==> src/sv/hmsd_pkg.sv <==
// shared types and constants for the histogram mean and deviation engine
`timescale 1ns / 1ps

package hmsd_pkg;

  // item field widths
  localparam int unsigned CNT_W  = 24;
  localparam int unsigned IDX_W  = 10;
  localparam int unsigned OUT_W  = 18;

  // running total widths
  localparam int unsigned N_W    = 34;
  localparam int unsigned S1_W   = 44;
  localparam int unsigned S2_W   = 54;
  localparam int unsigned PROD_W = 44;
  localparam int unsigned MUL_W  = 88;

  // saturation value of every result
  localparam logic [OUT_W-1:0] OUT_MAX = {OUT_W{1'b1}};

  // sequencer states
  typedef enum logic [3:0] {
    S_IDLE,
    S_MUL1,
    S_MUL2,
    S_ACC,
    S_DIVM,
    S_MULA,
    S_MULB,
    S_SQRT,
    S_DIVS,
    S_OUT
  } state_e;

endpackage

==> src/sv/histogram_mean_sd_engine_core.sv <==
// Histogram mean and deviation engine: fragment-length histogram summary.
//
// Input channel (in_valid_i / in_stall_o) takes one bin count per word, bin
// index 0 first; last_bin_i closes the run, and bin MAX_BINS-1 always does.
// Output channel (out_valid_o / out_stall_i) gives exactly one word per bin:
// the truncated mean of the bins so far and, on the closing bin, the overall
// mean and standard deviation in unsigned Q10.8 (FRAC_BITS fraction bits),
// rounded toward zero and saturated, or the empty-histogram flag.
// A bin that needs the mean takes three accumulate steps through one small
// multiplier, then the bit-serial divider (FRAC_BITS + 44 steps); a bin zero
// that does not close, bins with no count yet and an empty close skip the divider.
// The closing bin takes the same, plus a shift-add 88-bit multiply-subtract
// (78 steps), a two-bits-a-step square root (FRAC_BITS + 44 steps) and a
// second pass through the divider.
// One bin is in work at a time; in_stall_o is high until its word is in the
// output register. A word waiting under out_stall_i does not block the next
// bin; a finished word waits only if the register is still full.
// Reset clears the totals and the bin index; they also clear after each run.
`timescale 1ns / 1ps

module histogram_mean_sd_engine_core import hmsd_pkg::*; #(
  parameter int unsigned MAX_BINS  = 1024,
  parameter int unsigned FRAC_BITS = 8
) (
  input  logic             clk_i,
  input  logic             rst_ni,
  input  logic             in_valid_i,
  output logic             in_stall_o,
  input  logic [CNT_W-1:0] bin_count_i,
  input  logic             last_bin_i,
  output logic             out_valid_o,
  input  logic             out_stall_i,
  output logic [OUT_W-1:0] trunc_mean_o,
  output logic             trunc_valid_o,
  output logic [OUT_W-1:0] mean_length_o,
  output logic [OUT_W-1:0] sd_length_o,
  output logic             stats_valid_o,
  output logic             empty_histogram_o,
  output logic             run_done_o
);

  localparam int unsigned RT_W   = S1_W + FRAC_BITS;
  localparam int unsigned STEP_W = $clog2(RT_W);

  state_e state_q, state_d;

  // running totals and bin position
  logic [IDX_W-1:0] idx_q;
  logic [N_W-1:0]   cnt_n_q;
  logic [S1_W-1:0]  s1_q;
  logic [S2_W-1:0]  s2_q;

  // per-item working registers
  logic [CNT_W-1:0]  cnt_q;
  logic              last_q;
  logic [PROD_W-1:0] prod_q;
  logic [MUL_W-1:0]  acc_q;
  logic [MUL_W-1:0]  mcand_q;
  logic [S1_W-1:0]   mplier_q;
  logic [RT_W-1:0]   root_q;
  logic [RT_W+1:0]   rem_q;
  logic [STEP_W-1:0] step_q;
  logic [OUT_W-1:0]  mean_res_q;
  logic [OUT_W-1:0]  sd_res_q;

  // output register
  logic             out_valid_q;
  logic [OUT_W-1:0] trunc_mean_q;
  logic             trunc_valid_q;
  logic [OUT_W-1:0] mean_length_q;
  logic [OUT_W-1:0] sd_length_q;
  logic             stats_valid_q;
  logic             empty_q;
  logic             run_done_q;

  // control strobes
  logic in_acc;
  logic out_load;
  logic div_start;
  logic div_done;
  logic need_div;
  logic nz;
  logic tval;
  logic mul_end_a;
  logic mul_end_b;
  logic sqrt_end;

  logic [PROD_W-1:0] mul_a;
  logic [PROD_W-1:0] mul_p;
  logic [MUL_W-1:0]  addend;
  logic [MUL_W-1:0]  acc_step;
  logic [RT_W+3:0]   rem_sh;
  logic [RT_W+3:0]   trial;
  logic [RT_W+4:0]   sdiff;
  logic              sq_ge;
  logic [RT_W-1:0]   root_d;
  logic [RT_W+1:0]   rem_d;
  logic [RT_W-1:0]   div_dvd;
  logic [OUT_W-1:0]  div_quot;

  // shared small multiplier: count times index, then that times index
  always_comb begin
    mul_a = (state_q == S_MUL1) ? PROD_W'(cnt_q) : PROD_W'(prod_q[N_W-1:0]);
    mul_p = PROD_W'(mul_a[N_W-1:0]) * PROD_W'(idx_q);
  end

  // shift-add unit for N*S2 - S1*S1
  always_comb begin
    addend   = mplier_q[0] ? mcand_q : '0;
    acc_step = (state_q == S_MULB) ? (acc_q - addend) : (acc_q + addend);
  end

  // square root, two radicand bits a step
  always_comb begin
    rem_sh = {rem_q, acc_q[MUL_W-1:MUL_W-2]};
    trial  = (RT_W+4)'({root_q, 2'b01});
    sdiff  = {1'b0, rem_sh} - {1'b0, trial};
    sq_ge  = ~sdiff[RT_W+4];
    root_d = {root_q[RT_W-2:0], sq_ge};
    rem_d  = sq_ge ? sdiff[RT_W+1:0] : rem_sh[RT_W+1:0];
  end

  // status terms
  always_comb begin
    nz        = (cnt_n_q != '0);
    tval      = (idx_q != '0) && nz;
    need_div  = nz && ((idx_q != '0) || last_q);
    mul_end_a = (step_q == STEP_W'(N_W - 1));
    mul_end_b = (step_q == STEP_W'(S1_W - 1));
    sqrt_end  = (step_q == STEP_W'(RT_W - 1));
  end

  // next state
  always_comb begin
    state_d = state_q;
    unique case (state_q)
      S_IDLE: if (in_valid_i) state_d = S_MUL1;
      S_MUL1: state_d = S_MUL2;
      S_MUL2: state_d = S_ACC;
      S_ACC:  state_d = need_div ? S_DIVM : S_OUT;
      S_DIVM: if (div_done) state_d = last_q ? S_MULA : S_OUT;
      S_MULA: if (mul_end_a) state_d = S_MULB;
      S_MULB: if (mul_end_b) state_d = S_SQRT;
      S_SQRT: if (sqrt_end) state_d = S_DIVS;
      S_DIVS: if (div_done) state_d = S_OUT;
      S_OUT:  if (!out_valid_q || !out_stall_i) state_d = S_IDLE;
      default: state_d = S_IDLE;
    endcase
  end

  // sequencer outputs
  always_comb begin
    in_stall_o = (state_q != S_IDLE);
    in_acc     = (state_q == S_IDLE) && in_valid_i;
    out_load   = (state_q == S_OUT) && (!out_valid_q || !out_stall_i);
    div_start  = ((state_q == S_ACC) && need_div) || ((state_q == S_SQRT) && sqrt_end);
    div_dvd    = (state_q == S_ACC) ? (RT_W'(s1_q) << FRAC_BITS) : root_d;
  end

  // shared divider for the mean and the deviation
  hmsd_div #(
    .DW (RT_W)
  ) u_div (
    .clk_i      (clk_i),
    .rst_ni     (rst_ni),
    .start_i    (div_start),
    .dividend_i (div_dvd),
    .divisor_i  (cnt_n_q),
    .done_o     (div_done),
    .quot_o     (div_quot)
  );

  // state, totals and output valid
  always_ff @(posedge clk_i or negedge rst_ni) begin
    if (!rst_ni) begin
      state_q     <= S_IDLE;
      idx_q       <= '0;
      cnt_n_q     <= '0;
      s1_q        <= '0;
      s2_q        <= '0;
      out_valid_q <= 1'b0;
    end else begin
      state_q <= state_d;
      if (in_acc) begin
        cnt_n_q <= cnt_n_q + N_W'(bin_count_i);
      end
      if (state_q == S_MUL2) begin
        s1_q <= s1_q + prod_q;
      end
      if (state_q == S_ACC) begin
        s2_q <= s2_q + S2_W'(prod_q);
      end
      if (out_load) begin
        out_valid_q <= 1'b1;
        if (last_q) begin
          idx_q   <= '0;
          cnt_n_q <= '0;
          s1_q    <= '0;
          s2_q    <= '0;
        end else begin
          idx_q <= idx_q + 1'b1;
        end
      end else if (!out_stall_i) begin
        out_valid_q <= 1'b0;
      end
    end
  end

  // working datapath
  always_ff @(posedge clk_i) begin
    unique case (state_q)
      S_IDLE: begin
        if (in_valid_i) begin
          cnt_q  <= bin_count_i;
          last_q <= last_bin_i || (idx_q == IDX_W'(MAX_BINS - 1));
        end
      end
      S_MUL1, S_MUL2: begin
        prod_q <= mul_p;
      end
      S_DIVM: begin
        if (div_done) begin
          mean_res_q <= div_quot;
          acc_q      <= '0;
          mcand_q    <= MUL_W'(s2_q);
          mplier_q   <= S1_W'(cnt_n_q);
          step_q     <= '0;
        end
      end
      S_MULA: begin
        acc_q <= acc_step;
        if (mul_end_a) begin
          mcand_q  <= MUL_W'(s1_q);
          mplier_q <= s1_q;
          step_q   <= '0;
        end else begin
          mcand_q  <= mcand_q << 1;
          mplier_q <= mplier_q >> 1;
          step_q   <= step_q + 1'b1;
        end
      end
      S_MULB: begin
        acc_q    <= acc_step;
        mcand_q  <= mcand_q << 1;
        mplier_q <= mplier_q >> 1;
        if (mul_end_b) begin
          root_q <= '0;
          rem_q  <= '0;
          step_q <= '0;
        end else begin
          step_q <= step_q + 1'b1;
        end
      end
      S_SQRT: begin
        acc_q  <= acc_q << 2;
        root_q <= root_d;
        rem_q  <= rem_d;
        step_q <= step_q + 1'b1;
      end
      S_DIVS: begin
        if (div_done) begin
          sd_res_q <= div_quot;
        end
      end
      S_OUT: begin
        if (out_load) begin
          trunc_mean_q  <= tval ? mean_res_q : '0;
          trunc_valid_q <= tval;
          mean_length_q <= (last_q && nz) ? mean_res_q : '0;
          sd_length_q   <= (last_q && nz) ? sd_res_q : '0;
          stats_valid_q <= last_q && nz;
          empty_q       <= last_q && !nz;
          run_done_q    <= last_q;
        end
      end
      default: begin
      end
    endcase
  end

  assign out_valid_o       = out_valid_q;
  assign trunc_mean_o      = trunc_mean_q;
  assign trunc_valid_o     = trunc_valid_q;
  assign mean_length_o     = mean_length_q;
  assign sd_length_o       = sd_length_q;
  assign stats_valid_o     = stats_valid_q;
  assign empty_histogram_o = empty_q;
  assign run_done_o        = run_done_q;

`ifndef SYNTHESIS
  // an accepted word always starts the accumulate sequence
  a_accept_starts: assert property (@(posedge clk_i) disable iff (!rst_ni)
    in_acc |=> (state_q == S_MUL1))
    else $error("accepted word did not start accumulation");

  // a closing word carries either statistics or the empty flag, never both
  a_close_flags: assert property (@(posedge clk_i) disable iff (!rst_ni)
    (out_valid_o && run_done_o) |-> (stats_valid_o != empty_histogram_o))
    else $error("closing word flags inconsistent");

  // statistics only appear on a closing word
  a_stats_on_close: assert property (@(posedge clk_i) disable iff (!rst_ni)
    (out_valid_o && (stats_valid_o || empty_histogram_o)) |-> run_done_o)
    else $error("statistics outside a closing word");

  // index, count and S1 total are cleared once the closing word is loaded
  a_run_clear: assert property (@(posedge clk_i) disable iff (!rst_ni)
    (out_load && last_q) |=> ((idx_q == '0) && (cnt_n_q == '0) && (s1_q == '0)))
    else $error("totals not cleared after closing bin");

  // the divider only reports back while the sequencer waits for it
  a_div_done_wait: assert property (@(posedge clk_i) disable iff (!rst_ni)
    div_done |-> ((state_q == S_DIVM) || (state_q == S_DIVS)))
    else $error("divider finished outside a wait state");
`endif

endmodule

==> src/sv/hmsd_div.sv <==
// restoring divider, one quotient bit per cycle, saturating quotient
`timescale 1ns / 1ps

module hmsd_div import hmsd_pkg::*; #(
  parameter int unsigned DW = 52
) (
  input  logic             clk_i,
  input  logic             rst_ni,
  input  logic             start_i,
  input  logic [DW-1:0]    dividend_i,
  input  logic [N_W-1:0]   divisor_i,
  output logic             done_o,
  output logic [OUT_W-1:0] quot_o
);

  localparam int unsigned CW = $clog2(DW);

  logic          busy_q;
  logic          done_q;
  logic [CW-1:0] cnt_q;
  logic [DW-1:0] dvd_q;
  logic [N_W-1:0] dsr_q;
  logic [N_W-1:0] rem_q;
  logic [OUT_W-1:0] quo_q;
  logic          ovf_q;

  logic [N_W:0]   sh;
  logic [N_W+1:0] diff;
  logic           ge;

  // trial subtract of the shifted remainder
  always_comb begin
    sh   = {rem_q, dvd_q[DW-1]};
    diff = {1'b0, sh} - {2'b00, dsr_q};
    ge   = ~diff[N_W+1];
  end

  // control
  always_ff @(posedge clk_i or negedge rst_ni) begin
    if (!rst_ni) begin
      busy_q <= 1'b0;
      done_q <= 1'b0;
      cnt_q  <= '0;
    end else begin
      done_q <= busy_q && !start_i && (cnt_q == CW'(DW - 1));
      if (start_i) begin
        busy_q <= 1'b1;
        cnt_q  <= '0;
      end else if (busy_q) begin
        cnt_q <= cnt_q + 1'b1;
        if (cnt_q == CW'(DW - 1)) begin
          busy_q <= 1'b0;
        end
      end
    end
  end

  // datapath
  always_ff @(posedge clk_i) begin
    if (start_i) begin
      dvd_q <= dividend_i;
      dsr_q <= divisor_i;
      rem_q <= '0;
      quo_q <= '0;
      ovf_q <= 1'b0;
    end else if (busy_q) begin
      rem_q <= ge ? diff[N_W-1:0] : sh[N_W-1:0];
      dvd_q <= dvd_q << 1;
      quo_q <= {quo_q[OUT_W-2:0], ge};
      ovf_q <= ovf_q | quo_q[OUT_W-1];
    end
  end

  assign done_o = done_q;
  assign quot_o = ovf_q ? OUT_MAX : quo_q;

endmodule

==> config.mk <==
export PLATFORM = sky130hd
export DESIGN_NAME = histogram_mean_sd_engine_core
export DESIGN_NICKNAME = d
export VERILOG_FILES = /design/src/sv/hmsd_pkg.sv /design/src/sv/histogram_mean_sd_engine_core.sv /design/src/sv/hmsd_div.sv
export SDC_FILE = /design/constraint.sdc
export NUM_CORES = 2
export LEC_CHECK = 0
export ABC_CLOCK_PERIOD_IN_PS = 9400
export BUFFER_PORTS_ARGS = -buffer_cell sky130_fd_sc_hd__buf_2
export CAP_MARGIN = 10
export CORE_MARGIN = 5
export CORE_UTILIZATION = 25
export DETAILED_ROUTE_END_ITERATION = 6
export SLEW_MARGIN = 0
export SYNTH_ARGS = -nofsm -noshare
export SYNTH_HDL_FRONTEND = slang
export SYNTH_SLANG_ARGS = --single-unit
export TNS_END_PERCENT = 1
==> constraint.sdc <==
create_clock -name clk_i -period 9.4 [get_ports clk_i]
set_input_delay 0 -clock clk_i [delete_from_list [all_inputs] [get_ports clk_i]]
set_output_delay 0 -clock clk_i [all_outputs]
set_load 0.01 [all_outputs]
# Word level (Yosys, flattened, before mapping)
# Cells that the tools add are included.
# word_totals
register_bits,789
# op_classes
add_sub_neg,10
mul,1
n_eq_ne,22
muxes,52
bitwise_logic,3
n_reduce_logical,38
# op_table
cell,count
88-bit one-hot mux with 3 select lines,2
88-bit 2-to-1 mux,5
54-bit 2-to-1 mux,5
44-bit 2-to-1 mux,5
52-bit 2-to-1 mux,4
34-bit 2-to-1 mux,5
44-bit one-hot mux with 3 select lines,1
54-bit one-hot mux with 2 select lines,1
52-bit one-hot mux with 2 select lines,1
88-bit adder,1
88-bit subtractor,1
56-bit by 54-bit subtractor with 57-bit output,1
54-bit by 44-bit adder with 54-bit output,1
44-bit adder,1
34-bit by 10-bit multiplier with 44-bit output,1
4-bit one-hot mux with 10 select lines,1
4-bit 2-to-1 mux,9
35-bit by 34-bit subtractor with 36-bit output,1
34-bit by 24-bit adder with 34-bit output,1
34-bit nonzero test,1
6-bit 2-to-1 mux,5
"6-bit equality test, second input constant",4
6-bit one-hot mux with 4 select lines,1
18-bit 2-to-1 mux,1
24 further kinds,67

# Longest topological paths before layout
# logic_depth
depth_word,8
depth_mapped,29
ltp_nobuf,27

# Hierarchy
# Synthesis repeated with hierarchy kept, for this count alone.
# hier_totals
cells_unflattened,6520
hier_area_um2,60714.5
# modules_own_cells
module,instances,cells_each,area_each_um2
histogram_mean_sd_engine_core,1,5813,53015.8
hmsd_div,1,707,7698.6

# Worst setup path before layout
# Ideal clock, no wire load.
# synth_path
path_kind,register to register
startpoint,register state_q[1]
endpoint,"register rem_q[0], enable pin"
setup_time_ns,0.717
arrival_ns,8.905
t_required_ns,8.683
slack_ns,-0.222
stages_incl_launch_ff,7
n_path_buf,3
synth_period_minus_slack_ns,9.622
path_cell_list,dfrtp_1 clkbuf_1 nor2b_1 nand2_1 clkbuf_1 clkbuf_1 o21ai_0
# synth_between
elab_chain_cells,3
elab_cells_between_ends,5
# synth_lines
element,line_no,source
from (decl),histogram_mean_sd_engine_core.sv:45,"state_e state_q, state_d;"
from (signal assigned),histogram_mean_sd_engine_core.sv:183,state_q <= state_d;
4-bit by 3-bit equality test with 1-bit output,histogram_mean_sd_engine_core.sv:211,unique case (state_q)
2-bit inequality test (no line) or 2-bit nonzero test (tied branches),-,
2-bit AND reduction (no line) (*),-,
to (signal assigned),histogram_mean_sd_engine_core.sv:257,rem_q <= rem_d;
to (decl),histogram_mean_sd_engine_core.sv:61,logic [RT_W+1:0] rem_q;
# Mark *: on every way between the ends. The rest lies on a longest branch, timed or not.
# A chain may end at the register's enable or synchronous reset.

# Worst setup path in the final report
# layout_path
startpoint,register state_q[0]
endpoint,"register prod_q[42], data pin"
# layout_between
elab_chain_cells,3
# layout_lines
element,line_no,source
4-bit by 1-bit equality test with 1-bit output,histogram_mean_sd_engine_core.sv:103,mul_a = (state_q == S_MUL1) ? PROD_W'(cnt_q) : PROD_W'(prod_q[N_W-1:0]);
34-bit 2-to-1 mux,histogram_mean_sd_engine_core.sv:103,
34-bit by 10-bit multiplier with 44-bit output,histogram_mean_sd_engine_core.sv:104,mul_p = PROD_W'(mul_a[N_W-1:0]) * PROD_W'(idx_q);
via mul_p[42],histogram_mean_sd_engine_core.sv:89,logic [PROD_W-1:0] mul_p;
to (signal assigned),histogram_mean_sd_engine_core.sv:219,prod_q <= mul_p;
to (decl),histogram_mean_sd_engine_core.sv:56,logic [PROD_W-1:0] prod_q;
# The timed path passes the listed nets, and every way through them passes these cells.

==> results.sh <==
export IMPL_cts_max_level=3
export IMPL_slew_viol_final=0
export IMPL_synth_compound_area_frac=0.176
export IMPL_path_buf_inv=2
export IMPL_ys_seq_area_frac=0.371
export IMPL_cts_tree="built"
export IMPL_cp_slowest_cell="dfrtp_1"
export IMPL_synthTopCellsByArea="edfxtp_1 (29%), fa_1 (8.6%), ha_1 (7.7%)"
export IMPL_routed_top_layer="met5"
export IMPL_peakVddDrop_v=0.000114
export IMPL_crit_path_end="prod_q[42]$_DFFE_PP_"
export IMPL_power_mw=7.33
export IMPL_critPathTopFamily="adder cells"
export IMPL_hold_violations=0
export IMPL_cp_arrival_ns=8.86
export IMPL_wl_met1_mm=80.1
export IMPL_clock_sinks=789
export IMPL_postCtsResizedCells=0
export IMPL_fin_crit_ns=8.43
export IMPL_fin_skew_ns=0.0430
export IMPL_finish_net_count=7181
export IMPL_final_antenna_net_count=0
export IMPL_drc=0
export IMPL_vias=48741
export IMPL_path_cells="nor2b_1, nand2_2, nand2_1, nand2_1, and2_1, fa_1, fa_1, fa_1, fa_1, inv_1, fa_1, inv_1, ha_1, a2111oi_0, o211ai_1, nand3_1, a21oi_1, a31oi_1, a21oi_1, a211oi_1, o21ai_0, a221o_1, a21oi_1, xnor2_1"
export IMPL_end_kind="flop"
export IMPL_final_cell_mix="nand2_1 (990), edfxtp_1 (581), a21oi_1 (542), nor2_1 (430), inv_1 (423)"
export IMPL_grt_setup_unrepaired="false"
export IMPL_die_w_um=501
export IMPL_num_rows=180
export IMPL_die_area_um2=251000
export IMPL_area_delta_synth_final_pct=11.7
export IMPL_setup_viol=0
export IMPL_synth_cell_types=87
export IMPL_ys_ff_latch=789
export IMPL_period_share=0.897
export IMPL_maxCapViolations=0
export IMPL_wl_per_cell_um=17.9
export IMPL_cp_data_required_time_ns=9.82
export IMPL_crit_start="state_q[0]$_DFFE_PN0P_"
export IMPL_yosys_mux_area_fraction=0.00998
export IMPL_critPathMaxFanout=15
export IMPL_numPortBuffers=88
export IMPL_clock_path_buffers=3
export IMPL_drive_above_1_share=0.0576
export IMPL_grt_use_total=0.136
export IMPL_wl_mm=175
export IMPL_startpoint_type="flop"
export IMPL_wl_met2_mm=80.5
export IMPL_detailed_place_hpwl_mm=130
export IMPL_status="finished, final reports clean"
export IMPL_grt_pass1_wl_mm=276
export IMPL_reg2reg_depth=24
export IMPL_crit_top_cell="fa_1"
export IMPL_start_util=0.251
export IMPL_grt_pass1_vias=48044
export IMPL_cts_buffers=88
export IMPL_gp_congestion=0.909
export IMPL_timing_hold_ws_ns=0.0757
export IMPL_layout_commonest_cell="nand2_1"
export IMPL_yosysWarnings=0
export IMPL_die_y_um=501
export IMPL_utilization=0.280
export IMPL_clock_latency_ns=0.71
export IMPL_cts_clk_slew_worst_paths_ns=0.06
export IMPL_cts_root_buffer="clkbuf_16"
export IMPL_power_density_nw_per_um2=109
export IMPL_fin_area_um2=67400
export IMPL_syn_area_um2=60300
export IMPL_grt_overflow_total=0
export IMPL_drt_pass1_iter_count=6
export IMPL_yosys_area_top_type="edfxtp_1"
export IMPL_vias_per_cell=4.98
export IMPL_hold_path_class="input pin to flop"
export IMPL_leakage_nw=27.7
export IMPL_met3_length_mm=9.42
export IMPL_path_class="flop to flop"
export IMPL_ys_async_sr_fraction=0.196
export IMPL_rrSetupSlack_ns=0.97
export IMPL_synth_top_family_by_area="simple AND/OR/NAND/NOR gates"
export IMPL_synth_top_area_frac=0.289
export IMPL_path_depth=24
export IMPL_post_synth_and_or_nand_nor_area_fraction=0.182
export IMPL_crit_path_max_incr_delay_ns=0.62
export IMPL_antenna_found_initial=6
export IMPL_synthesis_nets=7237
export IMPL_place_area_um2=64100
export IMPL_r2r_start="state_q[0]$_DFFE_PN0P_"
export IMPL_synthFlopType="edfxtp_1"
export IMPL_core_area_um2=240000
export IMPL_synth_xor_area_share=0.0511
export IMPL_syn_inst=6579
export IMPL_reg2reg_to="prod_q[42]$_DFFE_PP_"
export IMPL_postCtsSetupBuffers=0
export IMPL_syn_avg_cell_area_um2=9.16
export IMPL_max_freq_ghz=0.119
export IMPL_first_iter_violations=4044
export IMPL_relSlewSlack=0.227
export IMPL_worst_pin_slew_ns=1.16
export IMPL_setup_tns_final_ns=0
export IMPL_grt_max_degree=96
export IMPL_synth_edf_count=581
export IMPL_ioPinCount=89
export IMPL_synthAdderAreaFrac=0.163
==> cell families after synthesis <==
logic type,count (synthesis)
and+or+nand+nor,2337
AOI/OAI and AO/OA,1663
DFF,789
buffers and inverters,750
adders and majority gates,629
xor gates and xnor gates,352
muxes,59
==> metrics by stage <==
stage / cells / worst slack, ns
floorplan: 6579 / 2.00
global placement: 9584 / 1.31
detailed placement: 9584 / 1.06
CTS: 9783 / 0.969
global route: 9784 / 0.474
finish: 9784 / 0.966
==> how the worst min path moves through the flow <==
stage,startpoint,endpoint,slack (ns),cells after the start
global placement,rst_ni,cnt_n_q[7]$_DFF_PN0_,0.16,1
finish,bin_count_i[3],cnt_q[3]$_DFFE_PP_,0.08,2
floorplan,rst_ni,cnt_n_q[0]$_DFF_PN0_,-0.30,0
global route,bin_count_i[10],cnt_q[10]$_DFFE_PP_,0.05,2
CTS,bin_count_i[3],cnt_q[3]$_DFFE_PP_,0.009,2
detailed placement,rst_ni,cnt_n_q[7]$_DFF_PN0_,0.17,1
==> timing repair <==
| action | in CTS | in global routing |
|---|---|---|
| endpoints found under the hold margin | 142 | 0 |
| hold buffers | 34 | 0 |
| endpoints found under the setup margin | 0 | 0 |
==> where the power goes <==
part           leakage (nW)  total, mW         switching (mW)  internal [mW]
logic                  19.6     0.0613                 0.0386         0.0228
registers              6.74       3.70  0.0000000000000000463           3.70
clock network          1.42       3.57                   1.55           2.03
total                  27.7       7.33                   1.58           5.75
==> flip-flops by register name, indices dropped and copies added (netlist names), 10 cells and up <==
signal / count
prod_q: 44
trunc_mean_o: 18
cnt_q: 24
mean_res_q: 18
u_div.dsr_q: 34
root_q: 52
acc_q: 88
u_div.dvd_q: 52
s2_q: 54
sd_res_q: 18
sd_length_o: 18
mean_length_o: 18
cnt_n_q: 34
rem_q: 54
s1_q: 44
u_div.quo_q: 18
u_div.rem_q: 34
idx_q: 10
mplier_q: 44
mcand_q: 88
==> cell usage after synthesis (16+ instances only) <==
cell and n:
and4_1 16, nand2_1 993, or2_2 30, a211oi_1 63, and3_1 74, inv_1 425, o211ai_1 40, a22o_1 30
a21oi_1 544, mux2i_1 50, a221o_1 76, xnor2_1 215, dfrtp_1 155, xor2_1 137, nand3_1 108, nand4_1 98
nor4_1 39, nor2b_1 41, nand2b_1 44, a31oi_1 89, dfxtp_1 53, o21bai_1 64, o21ai_0 349, or3_1 29
ha_1 370, o21a_1 39, nor3_1 86, and2_1 292, a21o_1 168, clkbuf_1 297, o31ai_1 37, nor2_1 432
edfxtp_1 581, fa_1 259
==> layer usage <==
metal	up-vias	track usage
met1	23895	0.187
met5	-	0
met3	268	0.0143
met4	4	0.0459
li1	23224	-
met2	1350	0.223
==> cell type report <==
type                       count  area, µm²
fill                       25184     173000
sequential                   789      22400
clock inverter                55        569
multi-input combinational   5040      35200
timing repair buffer         178       1220
tap                         3185       3990
antenna                        1       2.50
clock buffer                 110       2370
inverter                     426       1600
Power figures use the tool's default switching activity.
